==> config.mk <==
export PLATFORM = sky130hd
export DESIGN_NAME = bitmap_font_glyph_rasterizer
export DESIGN_NICKNAME = d
export VERILOG_FILES = /design/src/design/bfgr_pkg.sv /design/src/design/bfgr_coord_unit.sv /design/src/design/bitmap_font_glyph_rasterizer.sv
export SDC_FILE = /design/constraint.sdc
export NUM_CORES = 1
export LEC_CHECK = 0
export ABC_AREA = 1
export BUFFER_PORTS_ARGS = -buffer_cell sky130_fd_sc_hd__clkbuf_2
export CAP_MARGIN = 25
export CORE_MARGIN = 2
export CORE_UTILIZATION = 30
export CTS_BUF_LIST = sky130_fd_sc_hd__clkbuf_8
export DETAILED_ROUTE_END_ITERATION = 12
export SETUP_SLACK_MARGIN = 0.15
export SYNTH_ARGS = -nofsm -noshare
export SYNTH_HDL_FRONTEND = slang
export SYNTH_SLANG_ARGS = --single-unit
==> constraint.sdc <==
create_clock -name clock -period 9.5 [get_ports clock]
set_clock_uncertainty 0.05 [all_clocks]
set_input_delay 0.95 -clock clock [delete_from_list [all_inputs] [get_ports clock]]
set_output_delay 0.95 -clock clock [all_outputs]
set_load 0.01 [all_outputs]
==> src/design/bfgr_pkg.sv <==
`timescale 1ns / 1ps
`default_nettype none
package bfgr_pkg;

   localparam int COORD_BITS = 10;
   localparam int COLOR_BITS = 24;

   // The coordinate sum must hold a coordinate, a signed byte offset and a
   // byte-wide counter without overflowing.
   localparam int SUM_BITS = ((COORD_BITS > 9) ? COORD_BITS : 9) + 2;

   localparam int COORD_MAX = (2 ** (COORD_BITS - 1)) - 1;
   localparam int COORD_MIN = -COORD_MAX - 1;

   localparam logic signed [SUM_BITS-1:0] SUM_HI = SUM_BITS'(COORD_MAX);
   localparam logic signed [SUM_BITS-1:0] SUM_LO = SUM_BITS'(COORD_MIN);

   localparam logic [COORD_BITS-1:0] COORD_HI_CODE = COORD_BITS'(COORD_MAX);
   localparam logic [COORD_BITS-1:0] COORD_LO_CODE = COORD_BITS'(COORD_MIN);

   localparam logic [7:0] BIT_MSB_MASK = 8'h80;
   localparam logic [2:0] LAST_BIT_IDX = 3'd7;

   typedef enum logic [1:0] {
      OP_BEGIN  = 2'd0,
      OP_HEADER = 2'd1,
      OP_BYTE   = 2'd2
   } op_type;

   typedef struct packed {
      logic signed [COORD_BITS-1:0] value;
      logic                         clamped;
   } coord_res_type;

endpackage
`default_nettype wire

==> src/design/bfgr_coord_unit.sv <==
`timescale 1ns / 1ps
`default_nettype none
module bfgr_coord_unit (
   input  wire logic signed [bfgr_pkg::COORD_BITS-1:0] base,
   input  wire logic signed [7:0]                      offset,
   input  wire logic        [7:0]                      count,
   output bfgr_pkg::coord_res_type                     result
);
   import bfgr_pkg::*;

   logic signed [SUM_BITS-1:0] sum;

   assign sum = SUM_BITS'(base) + SUM_BITS'(offset) + $signed(SUM_BITS'({1'b0, count}));

   always_comb begin
      if (sum > SUM_HI) begin
         result.value   = COORD_HI_CODE;
         result.clamped = 1'b1;
      end else if (sum < SUM_LO) begin
         result.value   = COORD_LO_CODE;
         result.clamped = 1'b1;
      end else begin
         result.value   = sum[COORD_BITS-1:0];
         result.clamped = 1'b0;
      end
   end

endmodule
`default_nettype wire

==> src/design/bitmap_font_glyph_rasterizer.sv <==
`timescale 1ns / 1ps
`default_nettype none
// Rasterizes 1-bit-per-pixel glyph bitmaps into a stream of lit pixels. An item
// is a begin (pen, baseline, colour), a glyph header (size, offsets, advance) or
// a bitmap byte, MSB first, rows packed without padding. req_stall is high until
// an item is done. A header first advances the pen past an open glyph, and one
// with zero width or height advances it again; each pen advance goes through the
// adder. A byte with no glyph open is dropped; otherwise its bits are scanned in
// turn, and a single clamping coordinate adder computes x and then y of every
// pixel. When the glyph ends the pen advances and the rest of the byte is
// dropped; the scan waits while the result side stalls. Each pixel is held back
// until the next lit bit or the end of the byte is found, so that the last pixel
// of a byte can be marked; rsp_last is set on it.
module bitmap_font_glyph_rasterizer (
   input  wire logic                                   clock,
   input  wire logic                                   reset,
   input  wire logic                                   req_valid,
   output logic                                        req_stall,
   input  wire logic        [1:0]                      req_op,
   input  wire logic signed [bfgr_pkg::COORD_BITS-1:0] req_pos_x,
   input  wire logic signed [bfgr_pkg::COORD_BITS-1:0] req_pos_y,
   input  wire logic        [bfgr_pkg::COLOR_BITS-1:0] req_ink_color,
   input  wire logic        [7:0]                      req_glyph_width,
   input  wire logic        [7:0]                      req_glyph_height,
   input  wire logic signed [7:0]                      req_x_offset,
   input  wire logic signed [7:0]                      req_y_offset,
   input  wire logic        [7:0]                      req_x_advance,
   input  wire logic        [7:0]                      req_data_byte,
   output logic                                        rsp_valid,
   input  wire logic                                   rsp_stall,
   output logic signed      [bfgr_pkg::COORD_BITS-1:0] rsp_pixel_x,
   output logic signed      [bfgr_pkg::COORD_BITS-1:0] rsp_pixel_y,
   output logic             [bfgr_pkg::COLOR_BITS-1:0] rsp_pixel_color,
   output logic                                        rsp_off_range,
   output logic                                        rsp_last
);
   import bfgr_pkg::*;

   typedef enum logic [3:0] {
      ST_IDLE,
      ST_DECODE,
      ST_ADV_OLD,
      ST_LOAD_HDR,
      ST_ADV_NEW,
      ST_BIT,
      ST_CALC_X,
      ST_CALC_Y,
      ST_ADV_END,
      ST_FLUSH
   } state_type;

   state_type state_ff;

   // Latched item.
   logic        [1:0]            op_ff;
   logic signed [COORD_BITS-1:0] item_x_ff;
   logic signed [COORD_BITS-1:0] item_y_ff;
   logic        [COLOR_BITS-1:0] item_color_ff;
   logic        [7:0]            item_width_ff;
   logic        [7:0]            item_height_ff;
   logic signed [7:0]            item_xoff_ff;
   logic signed [7:0]            item_yoff_ff;
   logic        [7:0]            item_advance_ff;
   logic        [7:0]            byte_ff;
   logic        [2:0]            bit_idx_ff;

   // Run and glyph state.
   logic signed [COORD_BITS-1:0] pen_x_ff;
   logic signed [COORD_BITS-1:0] base_y_ff;
   logic        [COLOR_BITS-1:0] cur_color_ff;
   logic        [7:0]            cur_width_ff;
   logic        [7:0]            cur_height_ff;
   logic signed [7:0]            cur_xoff_ff;
   logic signed [7:0]            cur_yoff_ff;
   logic        [7:0]            cur_advance_ff;
   logic        [7:0]            col_count_ff;
   logic        [7:0]            row_count_ff;
   logic                         glyph_open_ff;

   // Pixel x computed in the first pass, and the held-back pixel.
   logic signed [COORD_BITS-1:0] calc_x_ff;
   logic                         calc_flag_ff;
   logic                         hold_valid_ff;
   logic signed [COORD_BITS-1:0] hold_x_ff;
   logic signed [COORD_BITS-1:0] hold_y_ff;
   logic                         hold_flag_ff;

   // Output register.
   logic                         rsp_valid_ff;
   logic signed [COORD_BITS-1:0] rsp_x_ff;
   logic signed [COORD_BITS-1:0] rsp_y_ff;
   logic        [COLOR_BITS-1:0] rsp_color_ff;
   logic                         rsp_flag_ff;
   logic                         rsp_last_ff;

   logic signed [COORD_BITS-1:0] unit_base;
   logic signed [7:0]            unit_offset;
   logic        [7:0]            unit_count;
   coord_res_type                unit_res;

   logic [8:0] col_next;
   logic [8:0] row_next;
   logic       col_wrap;
   logic       glyph_done;
   logic       out_free;
   logic       rsp_load;
   logic       bit_lit;
   logic       req_accept;

   bfgr_coord_unit u_coord (
      .base   (unit_base),
      .offset (unit_offset),
      .count  (unit_count),
      .result (unit_res)
   );

   // Operand selection for the shared adder. A pen advance is the same sum
   // with a zero offset; the pen never falls below the range, so only the
   // upper clamp can apply.
   always_comb begin
      case (state_ff)
         ST_CALC_X: begin
            unit_base   = pen_x_ff;
            unit_offset = cur_xoff_ff;
            unit_count  = col_count_ff;
         end
         ST_CALC_Y: begin
            unit_base   = base_y_ff;
            unit_offset = cur_yoff_ff;
            unit_count  = row_count_ff;
         end
         default: begin
            unit_base   = pen_x_ff;
            unit_offset = 8'sd0;
            unit_count  = cur_advance_ff;
         end
      endcase
   end

   assign col_next   = {1'b0, col_count_ff} + 9'd1;
   assign row_next   = {1'b0, row_count_ff} + 9'd1;
   assign col_wrap   = col_next >= {1'b0, cur_width_ff};
   assign glyph_done = col_wrap && (row_next >= {1'b0, cur_height_ff});
   assign out_free   = !rsp_valid_ff || !rsp_stall;
   assign rsp_load   = hold_valid_ff && out_free &&
                       (state_ff == ST_CALC_Y || state_ff == ST_FLUSH);
   assign bit_lit    = (byte_ff & BIT_MSB_MASK) != 8'h00;
   assign req_stall  = state_ff != ST_IDLE;
   assign req_accept = req_valid && !req_stall;

   always_ff @(posedge clock) begin
      if (reset) begin
         state_ff       <= ST_IDLE;
         rsp_valid_ff   <= 1'b0;
         hold_valid_ff  <= 1'b0;
         pen_x_ff       <= '0;
         base_y_ff      <= '0;
         cur_color_ff   <= '0;
         cur_width_ff   <= '0;
         cur_height_ff  <= '0;
         cur_xoff_ff    <= '0;
         cur_yoff_ff    <= '0;
         cur_advance_ff <= '0;
         col_count_ff   <= '0;
         row_count_ff   <= '0;
         glyph_open_ff  <= 1'b0;
      end else begin
         if (rsp_valid_ff && !rsp_stall && !rsp_load) begin
            rsp_valid_ff <= 1'b0;
         end

         case (state_ff)
            ST_IDLE: begin
               if (req_accept) begin
                  op_ff           <= req_op;
                  item_x_ff       <= req_pos_x;
                  item_y_ff       <= req_pos_y;
                  item_color_ff   <= req_ink_color;
                  item_width_ff   <= req_glyph_width;
                  item_height_ff  <= req_glyph_height;
                  item_xoff_ff    <= req_x_offset;
                  item_yoff_ff    <= req_y_offset;
                  item_advance_ff <= req_x_advance;
                  byte_ff         <= req_data_byte;
                  bit_idx_ff      <= 3'd0;
                  state_ff        <= ST_DECODE;
               end
            end
            ST_DECODE: begin
               case (op_ff)
                  OP_BEGIN: begin
                     pen_x_ff      <= item_x_ff;
                     base_y_ff     <= item_y_ff;
                     cur_color_ff  <= item_color_ff;
                     glyph_open_ff <= 1'b0;
                     col_count_ff  <= '0;
                     row_count_ff  <= '0;
                     state_ff      <= ST_IDLE;
                  end
                  OP_HEADER: begin
                     state_ff <= glyph_open_ff ? ST_ADV_OLD : ST_LOAD_HDR;
                  end
                  OP_BYTE: begin
                     state_ff <= glyph_open_ff ? ST_BIT : ST_IDLE;
                  end
                  default: begin
                     state_ff <= ST_IDLE;
                  end
               endcase
            end
            ST_ADV_OLD: begin
               pen_x_ff <= unit_res.value;
               state_ff <= ST_LOAD_HDR;
            end
            ST_LOAD_HDR: begin
               cur_width_ff   <= item_width_ff;
               cur_height_ff  <= item_height_ff;
               cur_xoff_ff    <= item_xoff_ff;
               cur_yoff_ff    <= item_yoff_ff;
               cur_advance_ff <= item_advance_ff;
               col_count_ff   <= '0;
               row_count_ff   <= '0;
               if (item_width_ff == 8'd0 || item_height_ff == 8'd0) begin
                  glyph_open_ff <= 1'b0;
                  state_ff      <= ST_ADV_NEW;
               end else begin
                  glyph_open_ff <= 1'b1;
                  state_ff      <= ST_IDLE;
               end
            end
            ST_ADV_NEW: begin
               pen_x_ff <= unit_res.value;
               state_ff <= ST_IDLE;
            end
            ST_BIT, ST_CALC_Y: begin
               if (state_ff == ST_BIT && bit_lit) begin
                  state_ff <= ST_CALC_X;
               end else if (state_ff == ST_BIT || !hold_valid_ff || out_free) begin
                  if (state_ff == ST_CALC_Y) begin
                     // The earlier pixel is not the last of this byte.
                     if (hold_valid_ff) begin
                        rsp_valid_ff <= 1'b1;
                        rsp_x_ff     <= hold_x_ff;
                        rsp_y_ff     <= hold_y_ff;
                        rsp_color_ff <= cur_color_ff;
                        rsp_flag_ff  <= hold_flag_ff;
                        rsp_last_ff  <= 1'b0;
                     end
                     hold_valid_ff <= 1'b1;
                     hold_x_ff     <= calc_x_ff;
                     hold_y_ff     <= unit_res.value;
                     hold_flag_ff  <= calc_flag_ff | unit_res.clamped;
                  end
                  // Step the column and row counters past this bit.
                  if (col_wrap) begin
                     col_count_ff <= '0;
                     row_count_ff <= glyph_done ? 8'd0 : row_next[7:0];
                  end else begin
                     col_count_ff <= col_next[7:0];
                  end
                  if (glyph_done) begin
                     glyph_open_ff <= 1'b0;
                     state_ff      <= ST_ADV_END;
                  end else if (bit_idx_ff == LAST_BIT_IDX) begin
                     state_ff <= ST_FLUSH;
                  end else begin
                     bit_idx_ff <= bit_idx_ff + 3'd1;
                     byte_ff    <= {byte_ff[6:0], 1'b0};
                     state_ff   <= ST_BIT;
                  end
               end
            end
            ST_CALC_X: begin
               calc_x_ff    <= unit_res.value;
               calc_flag_ff <= unit_res.clamped;
               state_ff     <= ST_CALC_Y;
            end
            ST_ADV_END: begin
               pen_x_ff <= unit_res.value;
               state_ff <= ST_FLUSH;
            end
            ST_FLUSH: begin
               if (!hold_valid_ff) begin
                  state_ff <= ST_IDLE;
               end else if (out_free) begin
                  rsp_valid_ff  <= 1'b1;
                  rsp_x_ff      <= hold_x_ff;
                  rsp_y_ff      <= hold_y_ff;
                  rsp_color_ff  <= cur_color_ff;
                  rsp_flag_ff   <= hold_flag_ff;
                  rsp_last_ff   <= 1'b1;
                  hold_valid_ff <= 1'b0;
                  state_ff      <= ST_IDLE;
               end
            end
            default: begin
               state_ff <= ST_IDLE;
            end
         endcase
      end
   end

   assign rsp_valid       = rsp_valid_ff;
   assign rsp_pixel_x     = rsp_x_ff;
   assign rsp_pixel_y     = rsp_y_ff;
   assign rsp_pixel_color = rsp_color_ff;
   assign rsp_off_range   = rsp_flag_ff;
   assign rsp_last        = rsp_last_ff;

endmodule
`default_nettype wire
Yosys cells after proc, flatten, opt, wreduce, memory -nomap -nowiden
Index checks and enable logic that the tools add are counted.
{"block": "word_totals", "reg_bits": 282, "output_inout_bits": 48, "wordCells": 209}
{"block": "classes", "add_sub_neg": 5, "order_cmp": 4, "eq_ne": 26, "mux": 96, "bitwise_logic": 3, "reduce_logical": 40}
{"operator": "$mux W24", "n": 6}
{"operator": "$mux W10", "n": 14}
{"operator": "$mux W8", "n": 13}
{"operator": "$pmux W10 S2", "n": 3}
{"operator": "$pmux W24 S2", "n": 1}
{"operator": "$pmux W8 S2", "n": 3}
{"operator": "$pmux W8 S3", "n": 2}
{"operator": "$pmux W4 S8", "n": 1}
{"operator": "$mux W1", "n": 30}
{"operator": "$mux W4", "n": 7}
{"operator": "$mux W11", "n": 2}
{"operator": "$ne A2 B2 Y1 const B", "n": 11}
{"operator": "$mux W3", "n": 7}
{"operator": "$add A8 B1 Y9 const B", "n": 2}
{"operator": "$ge A9 B8 Y1", "n": 2}
{"operator": "$eq A4 B3 Y1 const B", "n": 4}
{"operator": "$logic_not A8 Y1", "n": 2}
{"operator": "$reduce_and A5 Y1", "n": 3}
{"operator": "$add A12 B9 Y12", "n": 1}
{"operator": "$gt A12 B10 Y1 const B", "n": 1}
{"operator": "$lt A12 B10 Y1 const B", "n": 1}
{"operator": "$pmux W3 S2", "n": 2}
{"operator": "$add A10 B8 Y11", "n": 1}
{"operator": "$eq A4 B2 Y1 const B", "n": 2}
{"operator": "other kinds (27)", "n": 53}

Longest topological paths before layout
Gate-level depths: netlist of the first run.
{"block": "depth", "word_depth": 12, "mapped_depth": 29}

Cells and area by module
From an unflattened synthesis of the first run, not the netlist that was laid out.
{"block": "hier_totals", "hier_cells": 1049, "hier_area_um2": 11384.7}
{"mod": "bitmap_font_glyph_rasterizer", "n_inst": 1, "cells_each": 915, "area_per_inst_um2": 10545.1}
{"mod": "bfgr_coord_unit", "n_inst": 1, "cells_each": 134, "area_per_inst_um2": 839.6}

Worst setup path before layout of the first run
No wires, ideal clock.
{"block": "synth_path", "kind": "in2reg", "startpoint": "in reset", "endpoint": "reg item_advance_ff[0], enable pin", "setup_time_ps": 636, "arrival_time_ps": 7051, "t_required_ps": 8814, "setup_slack_ps": 1763, "path_stages": 2, "n_path_buf": 1, "path_cell_list": "clkbuf_1 -> nor3_1"}
{"block": "synth_between", "elab_chain_cells": 2}
{"item": "from (decl)", "line_no": "bitmap_font_glyph_rasterizer.sv:16", "source": "input wire logic reset,"}
{"item": "$not A1 Y1 (no source line)"}
{"item": "$reduce_and A3 Y1 (no source line)"}
{"item": "to (signal assigned)", "line_no": "bitmap_font_glyph_rasterizer.sv:183", "source": "item_advance_ff <= req_x_advance;"}
{"item": "to (decl)", "line_no": "bitmap_font_glyph_rasterizer.sv:63", "source": "logic [7:0] item_advance_ff;"}
Every way passes these cells.
A chain may end at the register's enable or synchronous reset.

==> results by group, run 1 <==
Flow run
  • Max_cap viols: 0

Yosys
  • Synth Area in XOR/XNOR: 1.66%
  • Cell variety after synth: 47
  • Main flop type after synthesis: edfxtp_1
  • Yosys top cell area share: 45.1%
  • Synth Area in Compound Gates: 9.48%
  • Mux cell area share after synthesis: 0%
  • Ys Warns: 0
  • Post-Syn Area: 11600 um^2
  • Post-synthesis net count: 1266
  • EDFF count, synth: 175
  • Async S/R FF share, synth: 0%
  • Largest family of logic cells by synthesized area: simple AND/OR/NAND/NOR gates
  • Post-synthesis adder-cell area fraction: 4.43%
  • Most numerous cell in the Yosys netlist: nand2_1
  • Area contributors post-synth: edfxtp_1 45%, dfxtp_1 18%, nand2_1 8.2%, ha_1 4.1%, inv_1 3.9%
  • Yosys reg bits: 282
  • Cells after synthesis: 1128
  • Post-synth top area cell: edfxtp_1
  • Syn_area_per_cell: 10.3 um^2
  • Post-Synth Simple-Gate Area: 15.3%
  • Commonest cells in the netlist: 255 x nand2_1, 175 x edfxtp_1, 120 x inv_1
  • Post-synthesis sequential area ratio: 63.5%

Power
  • P_leak: 0.00583 uW
  • Switch Pwr: 592 uW
  • Peak VDD IR: 0.0000850 V
  • Clock power share: 41.9%
  • Internal Dissipation: 1990 uW
  • PD cells: 185 nW/um^2
  • Seq pwr share: 52.5%
  • Switching share of power: 23.0%
  • Power share of the combinational group: 5.6%

Setup path
  • WP data required: 9.77 ns
  • Critical path fanouts, max: 29
  • Critical path launch point type: register
  • FF-to-FF End: hold_flag_ff$_DFFE_PP_
  • Worst path top cell family by delay: simple AND/OR/NAND/NOR gates
  • Critical Path Most Common Cell: nand2_1
  • Worst path max stage delay: 0.45 ns
  • R2r setup slk: 4.54 ns
  • Arr. time, crit path: 5.23 ns
  • Reg-to-reg startpoint: state_ff[2]$_SDFFE_PP0P_
  • Reg2reg path depth: 25
  • CP max stage cell: inv_1
  • Critical path class: reg2reg
  • Worst Setup End Kind: register
  • Crit path buf inv count: 3

Clock tree
  • Clk buf depth: 3
  • CTS tree: built
  • CTS Buf Count: 48
  • Htree depth: 2
  • Clock slew at reported path FFs: 0.06 ns
  • Post-CTS Setup Inserts: 0
  • Clock sinks: 282
  • Post-cts resize count: 0
  • Worst-Skew Late Latency: 0.57 ns
  • Clk Tree Root Cell: clkbuf_8
  • Hold Buf Count CTS: 0

Min path
  • Worst Hold Endpoint: hold_x_ff[7]$_DFFE_PP_
  • Worst Hold Class: reg2reg
  • Hold path depth: 0
  • Hold Startpoint: calc_x_ff[7]$_DFFE_PP_

Route
  • Vias per cell: 4.40
  • DR WL/cell: 14.4 um
  • Final WL: 26800 um
  • Wire length on met2: 12100 um
  • DR top layer: met4
  • Wl on met1: 12700 um
  • Met3 WL post-DR: 1320 um
  • Iteration count of the initial detailed-routing pass: 6
  • Vias: 8162
  • DRC: 0
  • Iteration-0 DRC Markers: 457
  • Routed Antenna Nets: 0

Timing
  • Max-slew headroom: 44.9%
  • Tightest Pin Transition: 0.827 ns
  • RSZ-0062 raised after global routing: no
  • Post-layout minimum cycle time: 4.96 ns
  • Final Hold Vio Count: 0
  • Worst hold slack: 0.367 ns
  • Pins Over Slew Limit: 0
  • FMAX: 202 MHz
  • Fin crit share: 52.2%
  • Final setup fails: 0
  • TNS Setup: 0 ns

Cells and area
  • Area Overhead vs Synth: 19.8%
  • N_diodes: 0
  • Final #Nets: 1437
  • Filler cells: 3898
  • Layout cell share with drive strength beyond 1: 19.1%
  • Final core occ: 36.3%

Global routing
  • Vias in the first global route: 8009
  • Congestion Overflow GR: 0
  • Overall routing resource usage: 13.3%
  • First-pass GRT wire length: 42800 um
  • Antenna violations before repair: 0
  • Pin count of the biggest net entering global routing: 64

Die
  • Core area: 38500 um^2
  • Chip width: 201 um
  • Die height: 201 um
  • # IOs: 146
  • Die area: 40400 um^2
  • Starting Density: 30.3%
  • Site Rows: 72

Outcome
  • Status: finished clean

Placed design
  • Post-DP HPWL: 19400 um
  • Port buffer count: 145
  • Placer Congestion: 0.866
[registers in the layout, indices dropped and copies added, names as in the netlist, 10 cells and up]
| signal | count |
|---|---|
| cur_color_ff | 24 |
| item_y_ff | 10 |
| rsp_pixel_x | 10 |
| rsp_pixel_color | 24 |
| calc_x_ff | 10 |
| item_x_ff | 10 |
| pen_x_ff | 10 |
| hold_y_ff | 10 |
| rsp_pixel_y | 10 |
| hold_x_ff | 10 |
| base_y_ff | 10 |
| item_color_ff | 24 |
[worst max path at each step]
stage | end | slack, ns | cells past startpoint | start
after floorplan | item_advance_ff[0]$_DFFE_PP_ | 1.76 | 2 | reset
after global placement | hold_flag_ff$_DFFE_PP_ | 4.69 | 25 | state_ff[2]$_SDFFE_PP0P_
after detailed placement | hold_flag_ff$_DFFE_PP_ | 4.55 | 25 | state_ff[2]$_SDFFE_PP0P_
after CTS | hold_flag_ff$_DFFE_PP_ | 4.53 | 25 | state_ff[2]$_SDFFE_PP0P_
after global routing | hold_flag_ff$_DFFE_PP_ | 4.00 | 25 | state_ff[2]$_SDFFE_PP0P_
final | hold_flag_ff$_DFFE_PP_ | 4.54 | 25 | state_ff[2]$_SDFFE_PP0P_
[kinds of logic after synthesis]
| family | Yosys count |
|---|---|
| simple gates | 432 |
| flops | 282 |
| compound gates | 187 |
| buf+inv | 165 |
| fa+ha+maj | 40 |
| xor+xnor | 22 |
[power by group through the flow]
stage                     clock (uW)  combinational (uW)  sequential (uW)
after floorplan                    0                92.3             1380
after global placement             0                 140             1380
after detailed placement           0                 144             1380
after CTS                       1120                 144             1350
after global routing            1180                 164             1360
final                           1080                 143             1350
[layout by cell type (no fill, tap or decap), types with 11 or more instances in the layout]
| cell | instances |
|---|---|
| buf_4 | 11 |
| a21oi_1 | 80 |
| inv_1 | 134 |
| xor2_1 | 17 |
| clkinv_1 | 14 |
| ha_1 | 38 |
| o21ai_0 | 67 |
| nand2_1 | 255 |
| nand3_1 | 46 |
| clkbuf_2 | 145 |
| nor2_1 | 94 |
| edfxtp_1 | 175 |
| dfxtp_1 | 107 |
| clkbuf_8 | 53 |
[per-layer routing]
layer / GRT usage (%) / vias to the layer above
met2: 20.8 / 187
met5: 0 / -
met1: 18.2 / 3775
li1: - / 4155
met4: 4.63 / 0
met3: 2.89 / 45
[cell type report]
class | count | area (um^2) | area share, %
Clock buffer | 53 | 729 | 5.23
Clock inverter | 36 | 233 | 1.67
Inverter | 129 | 487 | 3.49
Multi-Input combinational cell | 681 | 3620 | 25.9
Sequential cell | 282 | 7400 | 53.0
Tap cell | 518 | 648 | 4.65
Timing Repair Buffer | 157 | 836 | 5.99
[worst register-to-register path, cell delays in order (launching register included)]
cell and delay [ns]:
dfxtp_1 0.41, inv_1 0.09, nor2_2 0.37, nand2_2 0.44
inv_1 0.45, a32o_1 0.21, ha_1 0.29, nand2_1 0.08
nand2_1 0.06, nand2_1 0.05, nand2_1 0.06, a21oi_1 0.21
nor2_1 0.07, nor2_1 0.12, xnor2_1 0.08, ha_1 0.37
nand2_1 0.09, nor3_1 0.13, a21oi_1 0.11, nor2_2 0.17
inv_2 0.06, nand3_1 0.07, nand2_1 0.06, nand2_2 0.25
nand2_1 0.11, or2_1 0.22
[metrics by stage]
step           total power, uW  area, um^2  std cells  worst slack (ns)
2_1_floorplan             1470       11600       1128              1.76
3_3_place_gp              1520       12900       1763              4.69
3_5_place_dp              1520       12900       1764              4.55
4_1_cts                   2620       13900       1853              4.53
5_1_grt                   2700       13900       1856              4.00
6_report                  2580       13900       1856              4.54
Note: power is estimated with default switching activity, not from simulation.
==> run 2, diff against run 1 <==
Clock period 9.5 ns to 4.77 ns, I/O delays scaled along.
==> run 2 against run 1 <==
Net effect: register-to-register slack worse by 3.9 ns; critical path depth is 1 lower; combinational power is 140% higher; via count is 3.0% higher; largest power group unchanged; highest routed layer unchanged.
==> results by group, run 2 (same netlist as run 1, synthesis figures left out) <==
Min path
  • Hold path depth: 1 (was 0)
  • Hold Startpoint: req_glyph_height[4] (was calc_x_ff[7]$_DFFE_PP_)
  • Worst Hold Class: in2reg (was reg2reg)
  • Worst Hold Endpoint: item_height_ff[4]$_DFFE_PP_ (was hold_x_ff[7]$_DFFE_PP_)

Clock tree
  • Clk Tree Root Cell: clkbuf_8 (unchanged)
  • Clock slew at reported path FFs: 0.06 ns (about the same)
  • CTS Buf Count: 47 (was 48)
  • Clock sinks: 282 (unchanged)
  • Clk buf depth: 3 (unchanged)
  • Htree depth: 2 (unchanged)
  • Worst-Skew Late Latency: 0.57 ns (about the same)
  • CTS tree: built (unchanged)

Setup path
  • Worst path top cell family by delay: simple AND/OR/NAND/NOR gates (unchanged)
  • FF-to-FF End: hold_flag_ff$_DFFE_PP_ (unchanged)
  • Critical path fanouts, max: 20 (was 29)
  • Reg2reg path depth: 24 (was 25)
  • Arr. time, crit path: 4.45 ns (was 5.23 ns)
  • Crit path buf inv count: 2 (was 3)
  • Worst path cell trace: nand2_1 > inv_2 > nand2_4 > clkinvlp_4 > a32o_1 > ha_1 > fa_1 > nand2_1 > nand2_1 > nand2_1 > nor2_1 > nor2_1 > xnor2_1 > ha_1 > nand2_1 > nor3_1 > nand2_1 > nand2_1 > nand3_1 > nand2_1 > nand4_1 > nand2_4 > nand2_1 > or2_1
  • WP data required: 5.04 ns (was 9.77 ns)
  • R2r setup slk: 0.60 ns (was 4.54 ns)
  • Critical path class: reg2reg (unchanged)
  • CP startpoint: state_ff[0]$_SDFFE_PP0P_ (was state_ff[2]$_SDFFE_PP0P_)
  • Worst Setup End Kind: register (unchanged)
  • Worst path max stage delay: 0.42 ns (was 0.45 ns)
  • CP max stage cell: fa_1 (was inv_1)
  • Critical path launch point type: register (unchanged)
  • Critical Path Most Common Cell: nand2_1 (unchanged)
  • Reg-to-reg startpoint: state_ff[0]$_SDFFE_PP0P_ (was state_ff[2]$_SDFFE_PP0P_)

Global routing
  • Congestion Overflow GR: 0 (unchanged)
  • First-pass GRT wire length: 43700 um (was 42800 um)
  • Pin count of the biggest net entering global routing: 64 (unchanged)
  • Overall routing resource usage: 13.5% (was 13.3%)
  • Antenna violations before repair: 0 (unchanged)
  • Vias in the first global route: 8458 (was 8009)

Timing
  • TNS Setup: 0 ns (unchanged)
  • Tightest Pin Transition: 0.913 ns (was 0.827 ns)
  • Pins Over Slew Limit: 0 (unchanged)
  • PnR worst setup slack: 0.596 ns (was 4.54 ns)
  • Final Hold Vio Count: 0 (unchanged)
  • FMAX: 240 MHz (was 202 MHz)
  • RSZ-0062 raised after global routing: no (unchanged)
  • Fin crit share: 87.5% (was 52.2%)
  • Final setup fails: 0 (unchanged)
  • Max-slew headroom: 38.9% (was 44.9%)
  • Post-layout minimum cycle time: 4.17 ns (was 4.96 ns)

Die
  • Die area: 40400 um^2 (unchanged)
  • Site Rows: 72 (unchanged)
  • Chip width: 201 um (unchanged)
  • Starting Density: 30.3% (unchanged)
  • # IOs: 146 (unchanged)
  • Core area: 38500 um^2 (unchanged)
  • Die height: 201 um (unchanged)

Placed design
  • Placed cells: 1769 (was 1764)
  • Placer Congestion: 0.890 (was 0.866)
  • Port buffer count: 145 (unchanged)
  • Post-DP HPWL: 19300 um (was 19400 um)
  • Dpl ws: 0.318 ns (was 4.55 ns)

Route
  • Vias: 8406 (was 8162)
  • Iteration count of the initial detailed-routing pass: 5 (was 6)
  • DRC: 0 (unchanged)
  • Iteration-0 DRC Markers: 557 (was 457)
  • Routed Antenna Nets: 0 (unchanged)
  • DR WL/cell: 14.2 um (was 14.4 um)
  • Final WL: 27400 um (was 26800 um)
  • Vias per cell: 4.36 (was 4.40)

Power
  • Internal Dissipation: 4030 uW (was 1990 uW)
  • Seq pwr share: 51.5% (was 52.5%)
  • Peak VDD IR: 0.000150 V (was 0.0000850 V)
  • Switching share of power: 22.9% (was 23.0%)
  • Power share of the combinational group: 6.5% (was 5.6%)
  • Clock power share: 42.0% (was 41.9%)
  • Switch Pwr: 1200 uW (was 592 uW)
  • PD cells: 355 nW/um^2 (was 185 nW/um^2)
  • P_leak: 0.00618 uW (was 0.00583 uW)

Cells and area
  • Final #Nets: 1509 (was 1437)
  • N_diodes: 0 (unchanged)
  • Area Overhead vs Synth: 26.5% (was 19.8%)
  • Multi-input logic area: 3640 um^2 (was 3620 um^2)
  • Commonest non-fill, non-tap cells in the layout: 255 x nand2_1, 175 x edfxtp_1, 145 x clkbuf_2, 138 x inv_1, 107 x dfxtp_1 (was 255 x nand2_1, 175 x edfxtp_1, 145 x clkbuf_2, 134 x inv_1, 107 x dfxtp_1)
  • Filler cells: 3798 (was 3898)
  • Most common cell after layout, fill and taps aside: nand2_1 (unchanged)
  • Reg area: 7400 um^2 (unchanged)
  • Layout cell share with drive strength beyond 1: 19.2% (was 19.1%)
  • Post-Layout Cell Count: 1927 (was 1856)

Outcome
  • Status: finished clean (unchanged)

Flow run
  • Max_cap viols: 0 (unchanged)
[run 2: final cells by class]
cell class	count	area share [%]
Sequential cell	282	50.2
Timing Repair Buffer	230	10.7
Clock inverter	35	1.79
Multi-Input combinational cell	681	24.7
Clock buffer	52	4.86
Tap cell	518	4.40
Inverter	129	3.33
[run 2: metrics by stage]
stage                     hold WS, ns  total power (uW)  utilization [%]  area [um^2]
after floorplan                 0.350              2920                -        11700
after global placement          0.354              3030             33.8        13000
after detailed placement        0.355              3040             33.8        13000
after CTS                     0.00160              5310             37.9        14600
after global routing          0.00613              5460             38.3        14700
final                          0.0452              5230             38.3        14700
[run 2: power by group through the flow]
stage	clock (uW)	sequential [uW]	combinational (uW)
global route	2380	2700	386
CTS	2280	2690	336
global placement	0	2750	288
finish	2200	2690	341
floorplan	0	2740	185
detailed placement	0	2750	294
[run 2: metal layers]
layer	part of all wire [%]	GRT usage, %
met1	47	18.0
met2	46	21.7
met3	4.3	2.55
met4	2.9	5.50
met5	0	0
[run 2: timing repair]
action | in CTS | in global routing
gates resized for setup | 0 | 4
setup buffers | 0 | 6
hold endpoints to repair | 60 | 2
setup endpoints to repair | 0 | 29
hold buffers | 60 | 2
[run 2: worst reg2reg max path, cell delays in order (launching register included)]
cell	delay [ns]
dfxtp_1	0.36
nand2_1	0.13
inv_2	0.05
nand2_4	0.18
clkinvlp_4	0.20
a32o_1	0.24
ha_1	0.25
fa_1	0.42
nand2_1	0.09
nand2_1	0.07
nand2_1	0.09
nor2_1	0.05
nor2_1	0.10
xnor2_1	0.08
ha_1	0.35
nand2_1	0.09
nor3_1	0.16
nand2_1	0.08
nand2_1	0.12
nand3_1	0.11
nand2_1	0.11
nand4_1	0.14
nand2_4	0.14
nand2_1	0.07
or2_1	0.20
[run 2: how the worst max path moves through the flow]
stage | slack, ns | to | cells after the start
3_5_place_dp | 0.32 | hold_flag_ff$_DFFE_PP_ | 24
5_1_grt | 0.18 | hold_flag_ff$_DFFE_PP_ | 25
4_1_cts | 0.31 | hold_flag_ff$_DFFE_PP_ | 24
3_3_place_gp | 0.44 | hold_flag_ff$_DFFE_PP_ | 24
2_1_floorplan | 0.72 | hold_flag_ff$_DFFE_PP_ | 26
6_report | 0.60 | hold_flag_ff$_DFFE_PP_ | 24
